`config.mk`:
```
export PLATFORM = sky130hd
export DESIGN_NAME = number_to_chinese_numeral_unit_flat
export DESIGN_NICKNAME = d
export VERILOG_FILES = /design/src/hdl/ntcn_pkg.sv /design/src/hdl/ntcn_value_if.sv /design/src/hdl/ntcn_symbol_if.sv /design/src/hdl/number_to_chinese_numeral_unit.sv /design/src/flat_wrapper.sv
export SDC_FILE = /design/constraint.sdc
export NUM_CORES = 1
export LEC_CHECK = 0
export BUFFER_PORTS_ARGS = -buffer_cell sky130_fd_sc_hd__buf_2
export CAP_MARGIN = 0
export CELL_PAD_IN_SITES_DETAIL_PLACEMENT = 0
export CELL_PAD_IN_SITES_GLOBAL_PLACEMENT = 1
export CORE_MARGIN = 4
export CORE_UTILIZATION = 45
export DETAILED_ROUTE_END_ITERATION = 10
export GPL_TIMING_DRIVEN = 0
export PLACE_DENSITY = 0.84
export SLEW_MARGIN = 20
export SYNTH_ARGS = -nofsm -noshare
export SYNTH_HDL_FRONTEND = slang
export SYNTH_SLANG_ARGS = --single-unit
```
`constraint.sdc`:
```
create_clock -name clk -period 13.7 [get_ports clk]
set_clock_uncertainty 0.15 [all_clocks]
set_input_delay 1.37 -clock clk [delete_from_list [all_inputs] [get_ports clk]]
set_output_delay 1.37 -clock clk [all_outputs]
set_load 0.03 [all_outputs]
```
`src/hdl/ntcn_pkg.sv`:
```
// Shared types and symbol codes for the number to Chinese numeral unit.
// Used by the channel interfaces and by the top level; depends on nothing.
`timescale 1ns / 1ps

package ntcn_pkg;

    typedef logic [31:0] value_t;
    typedef logic [3:0]  symbol_t;

    // Symbol codes on the output channel.
    localparam symbol_t SYM_ZERO     = 4'd0;
    localparam symbol_t SYM_TEN      = 4'd10;
    localparam symbol_t SYM_HUNDRED  = 4'd11;
    localparam symbol_t SYM_THOUSAND = 4'd12;
    localparam symbol_t SYM_WAN      = 4'd13;
    localparam symbol_t SYM_YI       = 4'd14;

    // Decimal conversion geometry.
    localparam int DEC_DIGITS   = 10;
    localparam int BCD_WIDTH    = 4 * DEC_DIGITS;
    localparam int DD_STAGES    = 4;
    localparam int DD_BITS      = 32 / DD_STAGES;

    // Fixed slot layout: three sections of thirteen slots, the last section
    // having no section unit.
    localparam int SECTIONS     = 3;
    localparam int SEC_SLOTS    = 13;
    localparam int SLOT_COUNT   = SECTIONS * SEC_SLOTS - 1;

    typedef logic [SLOT_COUNT-1:0] slot_mask_t;
    typedef symbol_t [SLOT_COUNT-1:0] slot_syms_t;

endpackage

```
`src/hdl/ntcn_value_if.sv`:
```
// Input channel carrying one unsigned 32-bit value per item.
// Depends on ntcn_pkg for the payload type.
`timescale 1ns / 1ps

interface ntcn_value_if;
    logic            valid;
    logic            ready;
    ntcn_pkg::value_t value;

    modport source (output valid, output value, input ready);
    modport sink   (input valid, input value, output ready);
endinterface

```
`src/hdl/ntcn_symbol_if.sv`:
```
// Output channel carrying one numeral symbol per item, with an end marker.
// Depends on ntcn_pkg for the payload type.
`timescale 1ns / 1ps

interface ntcn_symbol_if;
    logic              valid;
    logic              ready;
    ntcn_pkg::symbol_t symbol;
    logic              last;

    modport source (output valid, output symbol, output last, input ready);
    modport sink   (input valid, input symbol, input last, output ready);
endinterface

```
`src/hdl/number_to_chinese_numeral_unit.sv`:
```
// Top level of the number to Chinese numeral unit.
// Depends on ntcn_pkg, ntcn_value_if and ntcn_symbol_if.
`timescale 1ns / 1ps

// Usage
// The number channel takes one unsigned 32-bit value per item. For each value
// the numeral channel gives its Chinese numeral as a run of symbol items, most
// significant first, with last set on the final symbol of the numeral.
// Codes 0 to 9 are digits, 10 ten, 11 hundred, 12 thousand, 13 wan, 14 yi.
// The path from an accepted value to its first symbol runs through one input
// register, four binary to decimal stages of eight bits each, a slot building
// stage, the serialiser and the output register. A value that yields n
// symbols (1 to 19) holds the serialiser until its last symbol is out, one
// symbol per cycle while the numeral channel does not stall; the serialiser
// sets the sustained rate, and the symbols of consecutive values follow each
// other with no gap.
// Every stage carries its own valid bit, so a new value is taken in every
// cycle while the pipeline has room, even when the receiver is stalling.
// A stall on the numeral channel holds the output register and, once the
// stages behind it fill up, drops ready on the number channel; nothing is
// lost or repeated.
// Reset clears all valid bits; the unit holds no state between values.

module number_to_chinese_numeral_unit
(
    input  logic                 clk,
    input  logic                 rst_n,
    ntcn_value_if.sink           number,
    ntcn_symbol_if.source        numeral
);
    import ntcn_pkg::*;

    // ------------------------------------------------------------------
    // Pipeline registers
    // ------------------------------------------------------------------
    logic                  in_valid_reg;
    value_t                in_value_reg;

    logic [DD_STAGES-1:0]  dd_valid_reg;
    logic [BCD_WIDTH-1:0]  dd_bcd_reg [DD_STAGES];
    value_t                dd_bin_reg [DD_STAGES];

    logic                  slot_valid_reg;
    slot_mask_t            slot_mask_reg;
    slot_syms_t            slot_syms_reg;

    logic                  ser_valid_reg;
    slot_mask_t            ser_mask_reg;
    slot_syms_t            ser_syms_reg;

    logic                  out_valid_reg;
    symbol_t               out_symbol_reg;
    logic                  out_last_reg;

    // ------------------------------------------------------------------
    // Flow control. Each stage moves on when the stage after it is empty
    // or moving on itself in the same cycle.
    // ------------------------------------------------------------------
    logic                  out_load;
    logic                  emit;
    logic                  emit_last;
    logic                  ser_free;
    logic                  slot_ready;
    logic [DD_STAGES-1:0]  dd_ready;
    logic                  in_ready;

    slot_mask_t            low_bit;
    slot_mask_t            rest_mask;
    symbol_t               pick_symbol;

    assign out_load   = !out_valid_reg || numeral.ready;
    assign emit       = ser_valid_reg && out_load;
    assign emit_last  = (rest_mask == '0);
    assign ser_free   = !ser_valid_reg || (emit && emit_last);
    assign slot_ready = !slot_valid_reg || ser_free;

    always_comb
    begin
        dd_ready[DD_STAGES-1] = !dd_valid_reg[DD_STAGES-1] || slot_ready;
        for (int s = DD_STAGES - 2; s >= 0; s--)
        begin
            dd_ready[s] = !dd_valid_reg[s] || dd_ready[s+1];
        end
    end

    assign in_ready     = !in_valid_reg || dd_ready[0];
    assign number.ready = in_ready;

    // ------------------------------------------------------------------
    // Binary to decimal conversion by shift and add-three, eight bits per
    // stage. The remaining binary bits shift out of the top of bin.
    // ------------------------------------------------------------------
    logic [BCD_WIDTH-1:0]  dd_bcd_next [DD_STAGES];
    value_t                dd_bin_next [DD_STAGES];

    always_comb
    begin
        logic [BCD_WIDTH-1:0] bcd;
        value_t               bin;
        for (int s = 0; s < DD_STAGES; s++)
        begin
            if (s == 0)
            begin
                bcd = '0;
                bin = in_value_reg;
            end
            else
            begin
                bcd = dd_bcd_reg[s-1];
                bin = dd_bin_reg[s-1];
            end
            for (int b = 0; b < DD_BITS; b++)
            begin
                for (int d = 0; d < DEC_DIGITS; d++)
                begin
                    if (bcd[4*d +: 4] >= 4'd5)
                    begin
                        bcd[4*d +: 4] = bcd[4*d +: 4] + 4'd3;
                    end
                end
                bcd = {bcd[BCD_WIDTH-2:0], bin[31]};
                bin = {bin[30:0], 1'b0};
            end
            dd_bcd_next[s] = bcd;
            dd_bin_next[s] = bin;
        end
    end

    // ------------------------------------------------------------------
    // Slot building. Each section has a fixed run of slots: a leading zero,
    // then for each of its four digits a zero, the digit and, but for the units
    // digit, its unit, and finally the section unit. Only the slots that the
    // numeral needs are marked; the serialiser skips the rest.
    // ------------------------------------------------------------------
    slot_mask_t            slot_mask_next;
    slot_syms_t            slot_syms_next;

    always_comb
    begin
        logic [BCD_WIDTH-1:0] bcd;
        logic [3:0]           dig [SECTIONS][4];
        logic [SECTIONS-1:0]  sec_nz;
        logic                 above;
        logic                 started;
        logic                 pending;
        int                   base;
        int                   pos;

        bcd            = dd_bcd_reg[DD_STAGES-1];
        slot_mask_next = '0;
        slot_syms_next = '0;

        // Section k, digit i counts from the thousands place down.
        for (int k = 0; k < SECTIONS; k++)
        begin
            for (int i = 0; i < 4; i++)
            begin
                pos = (SECTIONS - 1 - k) * 4 + (3 - i);
                if (pos < DEC_DIGITS)
                begin
                    dig[k][i] = bcd[4*pos +: 4];
                end
                else
                begin
                    dig[k][i] = 4'd0;
                end
            end
            sec_nz[k] = (dig[k][0] != 4'd0) || (dig[k][1] != 4'd0) ||
                        (dig[k][2] != 4'd0) || (dig[k][3] != 4'd0);
        end

        for (int k = 0; k < SECTIONS; k++)
        begin
            base    = k * SEC_SLOTS;
            above   = (k == 1) ? sec_nz[0] :
                      (k == 2) ? (sec_nz[0] || sec_nz[1]) : 1'b0;
            started = 1'b0;
            pending = 1'b0;

            // A section below one thousand after a nonzero higher part.
            slot_syms_next[base] = SYM_ZERO;
            slot_mask_next[base] = sec_nz[k] && (dig[k][0] == 4'd0) && above;

            for (int i = 0; i < 4; i++)
            begin
                slot_syms_next[base + 1 + 3*i] = SYM_ZERO;
                slot_syms_next[base + 2 + 3*i] = dig[k][i];
                if (dig[k][i] == 4'd0)
                begin
                    if (started)
                    begin
                        pending = 1'b1;
                    end
                end
                else
                begin
                    slot_mask_next[base + 1 + 3*i] = pending;
                    slot_mask_next[base + 2 + 3*i] = 1'b1;
                    pending = 1'b0;
                    started = 1'b1;
                end
                if (i < 3)
                begin
                    slot_syms_next[base + 3 + 3*i] =
                        (i == 0) ? SYM_THOUSAND : (i == 1) ? SYM_HUNDRED : SYM_TEN;
                    slot_mask_next[base + 3 + 3*i] = (dig[k][i] != 4'd0);
                end
            end

            if (k < SECTIONS - 1)
            begin
                slot_syms_next[base + SEC_SLOTS - 1] = (k == 0) ? SYM_YI : SYM_WAN;
                slot_mask_next[base + SEC_SLOTS - 1] = sec_nz[k];
            end
        end

        // A zero value shows its units digit, which holds zero.
        if (sec_nz == '0)
        begin
            slot_mask_next[(SECTIONS - 1) * SEC_SLOTS + 11] = 1'b1;
        end
    end

    // ------------------------------------------------------------------
    // Serialiser: picks the lowest marked slot each cycle.
    // ------------------------------------------------------------------
    assign low_bit   = ser_mask_reg & (~ser_mask_reg + slot_mask_t'(1));
    assign rest_mask = ser_mask_reg & ~low_bit;

    always_comb
    begin
        pick_symbol = '0;
        for (int j = 0; j < SLOT_COUNT; j++)
        begin
            pick_symbol = pick_symbol | (ser_syms_reg[j] & {4{low_bit[j]}});
        end
    end

    // ------------------------------------------------------------------
    // Control registers
    // ------------------------------------------------------------------
    always_ff @(posedge clk or negedge rst_n)
    begin
        if (!rst_n)
        begin
            in_valid_reg   <= 1'b0;
            dd_valid_reg   <= '0;
            slot_valid_reg <= 1'b0;
            ser_valid_reg  <= 1'b0;
            out_valid_reg  <= 1'b0;
        end
        else
        begin
            if (in_ready)
            begin
                in_valid_reg <= number.valid;
            end
            if (dd_ready[0])
            begin
                dd_valid_reg[0] <= in_valid_reg;
            end
            for (int s = 1; s < DD_STAGES; s++)
            begin
                if (dd_ready[s])
                begin
                    dd_valid_reg[s] <= dd_valid_reg[s-1];
                end
            end
            if (slot_ready)
            begin
                slot_valid_reg <= dd_valid_reg[DD_STAGES-1];
            end
            if (ser_free)
            begin
                ser_valid_reg <= slot_valid_reg;
            end
            if (out_load)
            begin
                out_valid_reg <= emit;
            end
        end
    end

    // ------------------------------------------------------------------
    // Payload registers
    // ------------------------------------------------------------------
    always_ff @(posedge clk)
    begin
        if (in_ready)
        begin
            in_value_reg <= number.value;
        end
        for (int s = 0; s < DD_STAGES; s++)
        begin
            if (dd_ready[s])
            begin
                dd_bcd_reg[s] <= dd_bcd_next[s];
                dd_bin_reg[s] <= dd_bin_next[s];
            end
        end
        if (slot_ready)
        begin
            slot_mask_reg <= slot_mask_next;
            slot_syms_reg <= slot_syms_next;
        end
        if (ser_free)
        begin
            ser_mask_reg <= slot_mask_reg;
            ser_syms_reg <= slot_syms_reg;
        end
        else if (emit)
        begin
            ser_mask_reg <= rest_mask;
        end
        if (emit)
        begin
            out_symbol_reg <= pick_symbol;
            out_last_reg   <= emit_last;
        end
    end

    assign numeral.valid  = out_valid_reg;
    assign numeral.symbol = out_symbol_reg;
    assign numeral.last   = out_last_reg;

endmodule
```
`src/flat_wrapper.sv`:
```
// flat-port wrapper written by rule: the top's interface ports become plain ports
module number_to_chinese_numeral_unit_flat import ntcn_pkg::*;
  (clk, rst_n, number_valid, number_value, number_ready, numeral_valid, numeral_symbol, numeral_last, numeral_ready);
  ntcn_value_if number_i ();
  ntcn_symbol_if numeral_i ();
  input  logic clk;
  input  logic rst_n;
  input wire logic [$bits(number_i.valid)-1:0] number_valid;
  input wire logic [$bits(number_i.value)-1:0] number_value;
  output wire logic [$bits(number_i.ready)-1:0] number_ready;
  output wire logic [$bits(numeral_i.valid)-1:0] numeral_valid;
  output wire logic [$bits(numeral_i.symbol)-1:0] numeral_symbol;
  output wire logic [$bits(numeral_i.last)-1:0] numeral_last;
  input wire logic [$bits(numeral_i.ready)-1:0] numeral_ready;
  assign number_i.valid = number_valid;
  assign number_i.value = number_value;
  assign number_ready = number_i.ready;
  assign numeral_valid = numeral_i.valid;
  assign numeral_symbol = numeral_i.symbol;
  assign numeral_last = numeral_i.last;
  assign numeral_i.ready = numeral_ready;
  number_to_chinese_numeral_unit u_core (.clk(clk), .rst_n(rst_n), .number(number_i), .numeral(numeral_i));
endmodule
```
-- Word-level counts from Yosys, hierarchy flattened
Memories as Yosys holds them, arrays and structs flattened.
Cells that the tools add are included.
- bitwise logic cells: 36
- mux-type cells: 298
- order comparisons: 268
- add/sub/neg operators: 269
- reductions and logical operators: 55
- operators with widths (cell ; count):
    4-bit by 3-bit greater-or-equal comparator with 1-bit output (second input constant) ; 261
    4-bit by 2-bit adder with 4-bit output (second input constant) ; 237
    4-bit 2-to-1 mux ; 237
    3-bit 2-to-1 mux ; 31
    4-bit OR ; 20
    38-bit AND ; 2
    38-bit 2-to-1 mux ; 2
    38-bit inverter ; 2
    3-bit by 2-bit adder with 3-bit output (second input constant) ; 24
    4-bit AND ; 10
    4-bit logical NOT ; 10
    4-bit nonzero test ; 10
    38-bit by 1-bit adder with 38-bit output (second input constant) ; 1
    38-bit logical NOT ; 1
    2-bit 2-to-1 mux ; 10
    1-bit by 2-bit adder with 3-bit output (both inputs constant) ; 6
    1-bit by 3-bit greater-or-equal comparator with 1-bit output (both inputs constant) ; 6
    1-bit 2-to-1 mux ; 18
    1-bit logical OR ; 16
    1-bit logical NOT ; 8
    1-bit logical AND ; 6
    2-bit OR reduction ; 2
    1-bit by 2-bit adder with 3-bit output (second input constant) ; 1
    1-bit by 3-bit greater-or-equal comparator with 1-bit output (second input constant) ; 1
    other kinds (3) ; 4
- memory bits (writable): 256
- word-level logic and storage cells: 967
- input port bits: 36
- register bits after elaboration: 194
- memories kept: 2
- memories (name ; depth ; width ; read ports ; clocked after memory_dff ; write ports ; line ; text):
    u_core.dd_bcd_reg ; 4 ; 40 ; 4 ; 0 ; 4 ; number_to_chinese_numeral_unit.sv:40 ; logic [BCD_WIDTH-1:0] dd_bcd_reg [DD_STAGES];
    u_core.dd_bin_reg ; 4 ; 24 ; 3 ; 0 ; 4 ; number_to_chinese_numeral_unit.sv:41 ; value_t dd_bin_reg [DD_STAGES];

-- Depth between registers and ports, before layout
- word-level depth: 23
- depth in mapped cells: 35

-- Worst setup path before layout
No wires, ideal clock.
- kind: register -> register
- start point: mem u_core.dd_bcd_reg[0][4] (netlist name)
- end point: mem u_core.dd_bcd_reg[1][18] (netlist name) (data pin)
- setup time: 271 ps
- arrival time: 6463 ps
- slack: 6816 ps
- cell stages (with the launch flop): 36
- buffers on the path: 0
- path through: edfxtp_1 > inv_1 > ha_1 > nor2b_1 > nor3_1 > or3_1 > ha_1 > a21oi_1 > o21a_1 > nor2_1 > ha_1 > nor3_1 > o21ai_0 > a221oi_1 > nor3b_1 > or2_2 > xor2_1 > nand2b_1 > ha_1 > a21o_1 > xnor3_1 > ha_1 > inv_1 > o21ai_0 > and2_1 > mux2i_1 > nand2_1 > and2_1 > xnor2_1 > inv_1 > ha_1 > inv_1 > ha_1 > a21oi_1 > nor2_1 > a21oi_1
- RTL lines (element ; line):
    start, declared ; number_to_chinese_numeral_unit.sv:40

==> metrics.md <==
| Metric | Value |
|---|---|
| Final Hold Viols | 0 |
| Synthesized area per cell | 8.53 um2 |
| PD cells | 65.5 nW/um2 |
| Mux share of post-synthesis cell area | 0.0497 |
| CTS tree | yes |
| RSZ-0062 raised after global routing | false |
| FF/Latch Area | 9660 um2 |
| Synth Area in Simple Gates | 0.193 |
| Worst setup SP type | flop |
| Vias/cell | 5.77 |
| Vias in the first global route | 23.4k |
| Sequential fraction of the synthesis area | 0.325 |
| Synth area leaders | edfxtp_1 (32%), ha_1 (5.9%), o21ai_0 (4.4%), nor2_1 (4.1%), a21oi_1 (4.0%) |
| Compound-Gate Fraction of Synth Area | 0.289 |
| Outcome | complete, no violations |
| Worst Path Required | 13.85 ns |
| # hold bufs at CTS | 0 |
| Hold crit path type | flop to flop |
| DP Wirelength | 45.0 mm |
| Post-Synthesis Net Count | 3660 |
| First-pass GRT wire length | 106 mm |
| Synth Flop Type | edfxtp_1 |
| Share of the synthesized area in the top cell type | 0.318 |
| Die H | 265 um |
| Cell mode on critical path | ha_1 |
| Period utilization | 0.570 |
| Per-cell routed wire length | 13.8 um |
| Post-route ant nets | 0 |
| Pins Over Slew Limit | 0 |
| Worst-Skew Late Latency | 0.57 ns |
| Crit path max-delay family | compound AO/OA/AOI/OAI gates |
| Crit path buffers/inverters | 3 |
| Gr ovfl total | 0 |
| Synthesis-stage register bit count | 323 |
| Core ar. | 64900 um2 |
| Multi-input logic area | 18900 um2 |
| Adder-Cell Fraction of Synth Area | 0.0637 |
| Slew HR | 0.268 |
| Crit-path max FO | 10 |
| Drt initial violations | 1581 |
| IO buf count | 42 |
| Finished Cell Area | 32300 um2 |
| TritonCTS buffer count | 38 |
| Layout cells sized above 1 | 0.0869 |
| Synthesis warning total | 0 |
| Ys async rst share | 0.0248 |
| Slowest cell delay on critical path | 0.73 ns |
| Clock Tree Root | clkbuf_16 |
| Post-Route WL | 61.5 mm |
| Drt pass-1 iters | 5 |
| Max-Cap Viols | 0 |
| Netlist Area Pre-Place | 29700 um2 |
| I/O Pins | 43 |
| Clk buf depth | 3 |
| Antenna Cells | 0 |
| Final #Nets | 3747 |
| Setup bufs post-CTS | 0 |
| Post-synth EDFFs | 315 |
| # clock sinks | 323 |
| CP endpoint kind | flop |
| Peak Freq | 0.128 GHz |
| Initial antenna violation count | 0 |
| Synth Instances | 3484 |
| Setup_tns | 0 ns |
| Distinct cell type count after synthesis | 119 |
| Crit path DAT | 7.95 ns |
| # rows | 93 |
| Slew @ Worst Pin | 1.09 ns |
| Routed via count | 25.7k |
| Global Route Usage Sum | 0.168 |
| H-tree Lvls | 2 |
| Xor/xnor share of the synthesized area | 0.0394 |
| Setup-failing EPs final | 0 |
| Largest family of logic cells by synthesized area | compound AO/OA/AOI/OAI gates |
| Minimum clock period | 7.80 ns |
| DP Area | 31100 um2 |
| Fillers | 6214 |
| Starting Density | 0.458 |
| Max VDD drop | 84.5 uV |
| Static leakage power | 12.2 nW |
| Largest area contributor in the netlist | edfxtp_1 |
| DIE AREA | 70200 um2 |
| WS Path Type | flop to flop |
| Layout Area Growth over Synthesis | 8.87% |
| Slowest CP cell | o32ai_1 |
| Largest register FFs | 102 |
| Clock transition at path regs | 0.06 ns |
| Largest net degree at the start of global routing | 50 |
| Die X | 265 um |
| Residual DRC count | 0 |
| Routability congestion estimate | 0.831 |
| CTS resizes | 0 |
==> worst register-to-register path: cells and delay by family, from the launching register on <==
kind / cells / cell delay (ns)
XOR/XNOR: 1 / 0.08
AND/OR/NAND/NOR: 5 / 1.26
buffers and inverters: 3 / 0.45
adder cells (fa/ha/maj): 7 / 1.84
flip-flops: 1 / 0.49
AO/OA/AOI/OAI: 13 / 3.28
==> power breakdown <==
part	switching, mW	internal [mW]
Sequential	0.00639	1.08
Combinational	0.0150	0.0123
Clock	0.422	0.583
Total	0.444	1.67
==> cells by family after synthesis <==
| family | after synthesis |
|---|---|
| AO/OA/AOI/OAI | 1257 |
| AND/OR/NAND/NOR | 1180 |
| flip-flops | 323 |
| buffers and inverters | 308 |
| adder cells (fa/ha/maj) | 154 |
| multiplexers | 139 |
| XOR/XNOR | 123 |
==> routing by layer <==
layer,vias to the layer above,global-route usage,share of wire
li1,13500,-,-
met1,11900,0.233,0.50
met2,311,0.284,0.46
met3,80,0.0176,0.026
met4,0,0.0407,0.020
met5,-,0,0
==> layout by cell type, fill, tap and decap left out, types with 79 or more instances in the layout <==
cell type  netlist  layout
ha_1           140     140
clkbuf_1        83      92
nand3_1         89      88
inv_1          190     188
xnor2_1         79      79
nand2_1        314     310
a21oi_1        237     237
nor3_1          93      93
edfxtp_1       315     315
mux2i_1         84      84
o21ai_0        264     264
nor2_1         322     322
==> Yosys cell counts, types with 22 or more instances <==
cell	n
a211oi_1	68
a21boi_0	28
nor2b_1	56
o31ai_1	28
a22oi_1	23
xor2_1	35
or3_1	29
xnor2_1	79
nor3_1	93
or2_2	42
nand2b_1	73
o211ai_1	58
a31o_2	22
and3_1	26
o21ai_1	35
and2_1	33
o22ai_1	40
inv_1	190
a221oi_1	23
ha_1	140
a21o_1	42
o21a_1	55
clkbuf_1	83
a21oi_1	237
a31oi_1	50
mux2_2	50
edfxtp_1	315
nand2_1	314
nand3_1	89
nor2_1	322
mux2i_1	84
o21ai_0	264
==> worst paths after layout <==
path                                                  to                     start  cells past startpoint  slack [ns]
max in group asynchronous         u_core.dd_valid_reg[3]                     rst_n                      1       12.73
worst min-delay path             u_core.ser_syms_reg[99]  u_core.slot_syms_reg[99]                      0        0.26
worst max register to register  u_core.dd_bcd_reg[3][24]  u_core.dd_bcd_reg[2][20]                     29        5.90
worst min register to register   u_core.ser_syms_reg[99]  u_core.slot_syms_reg[99]                      0        0.26
worst max-delay path            u_core.dd_bcd_reg[3][24]  u_core.dd_bcd_reg[2][20]                     29        5.90
min in group asynchronous           u_core.ser_valid_reg                     rst_n                      1        0.49
==> layout make-up <==
cell class / count / share of cell area
Timing Repair Buffer: 47 / 0.00959
Tap cell: 855 / 0.0331
Multi-Input combinational cell: 2853 / 0.583
Sequential cell: 323 / 0.299
Clock buffer: 48 / 0.0309
Clock inverter: 21 / 0.00727
Buffer: 111 / 0.0145
Inverter: 197 / 0.0229
==> through the flow <==
| step | power, mW | setup WS [ns] | cells | util | hold slack, ns |
|---|---|---|---|---|---|
| 2_1_floorplan | 1.12 | 6.82 | 3484 | - | 0.250 |
| 3_3_place_gp | 1.13 | 5.99 | 4381 | 0.477 | 0.250 |
| 3_5_place_dp | 1.13 | 6.00 | 4386 | 0.479 | 0.255 |
| 4_1_cts | 2.15 | 5.95 | 4455 | 0.498 | 0.258 |
| 5_1_grt | 2.19 | 5.10 | 4455 | 0.498 | 0.270 |
| 6_report | 2.12 | 5.90 | 4455 | 0.498 | 0.257 |
Power figures use the tool's default switching activity.
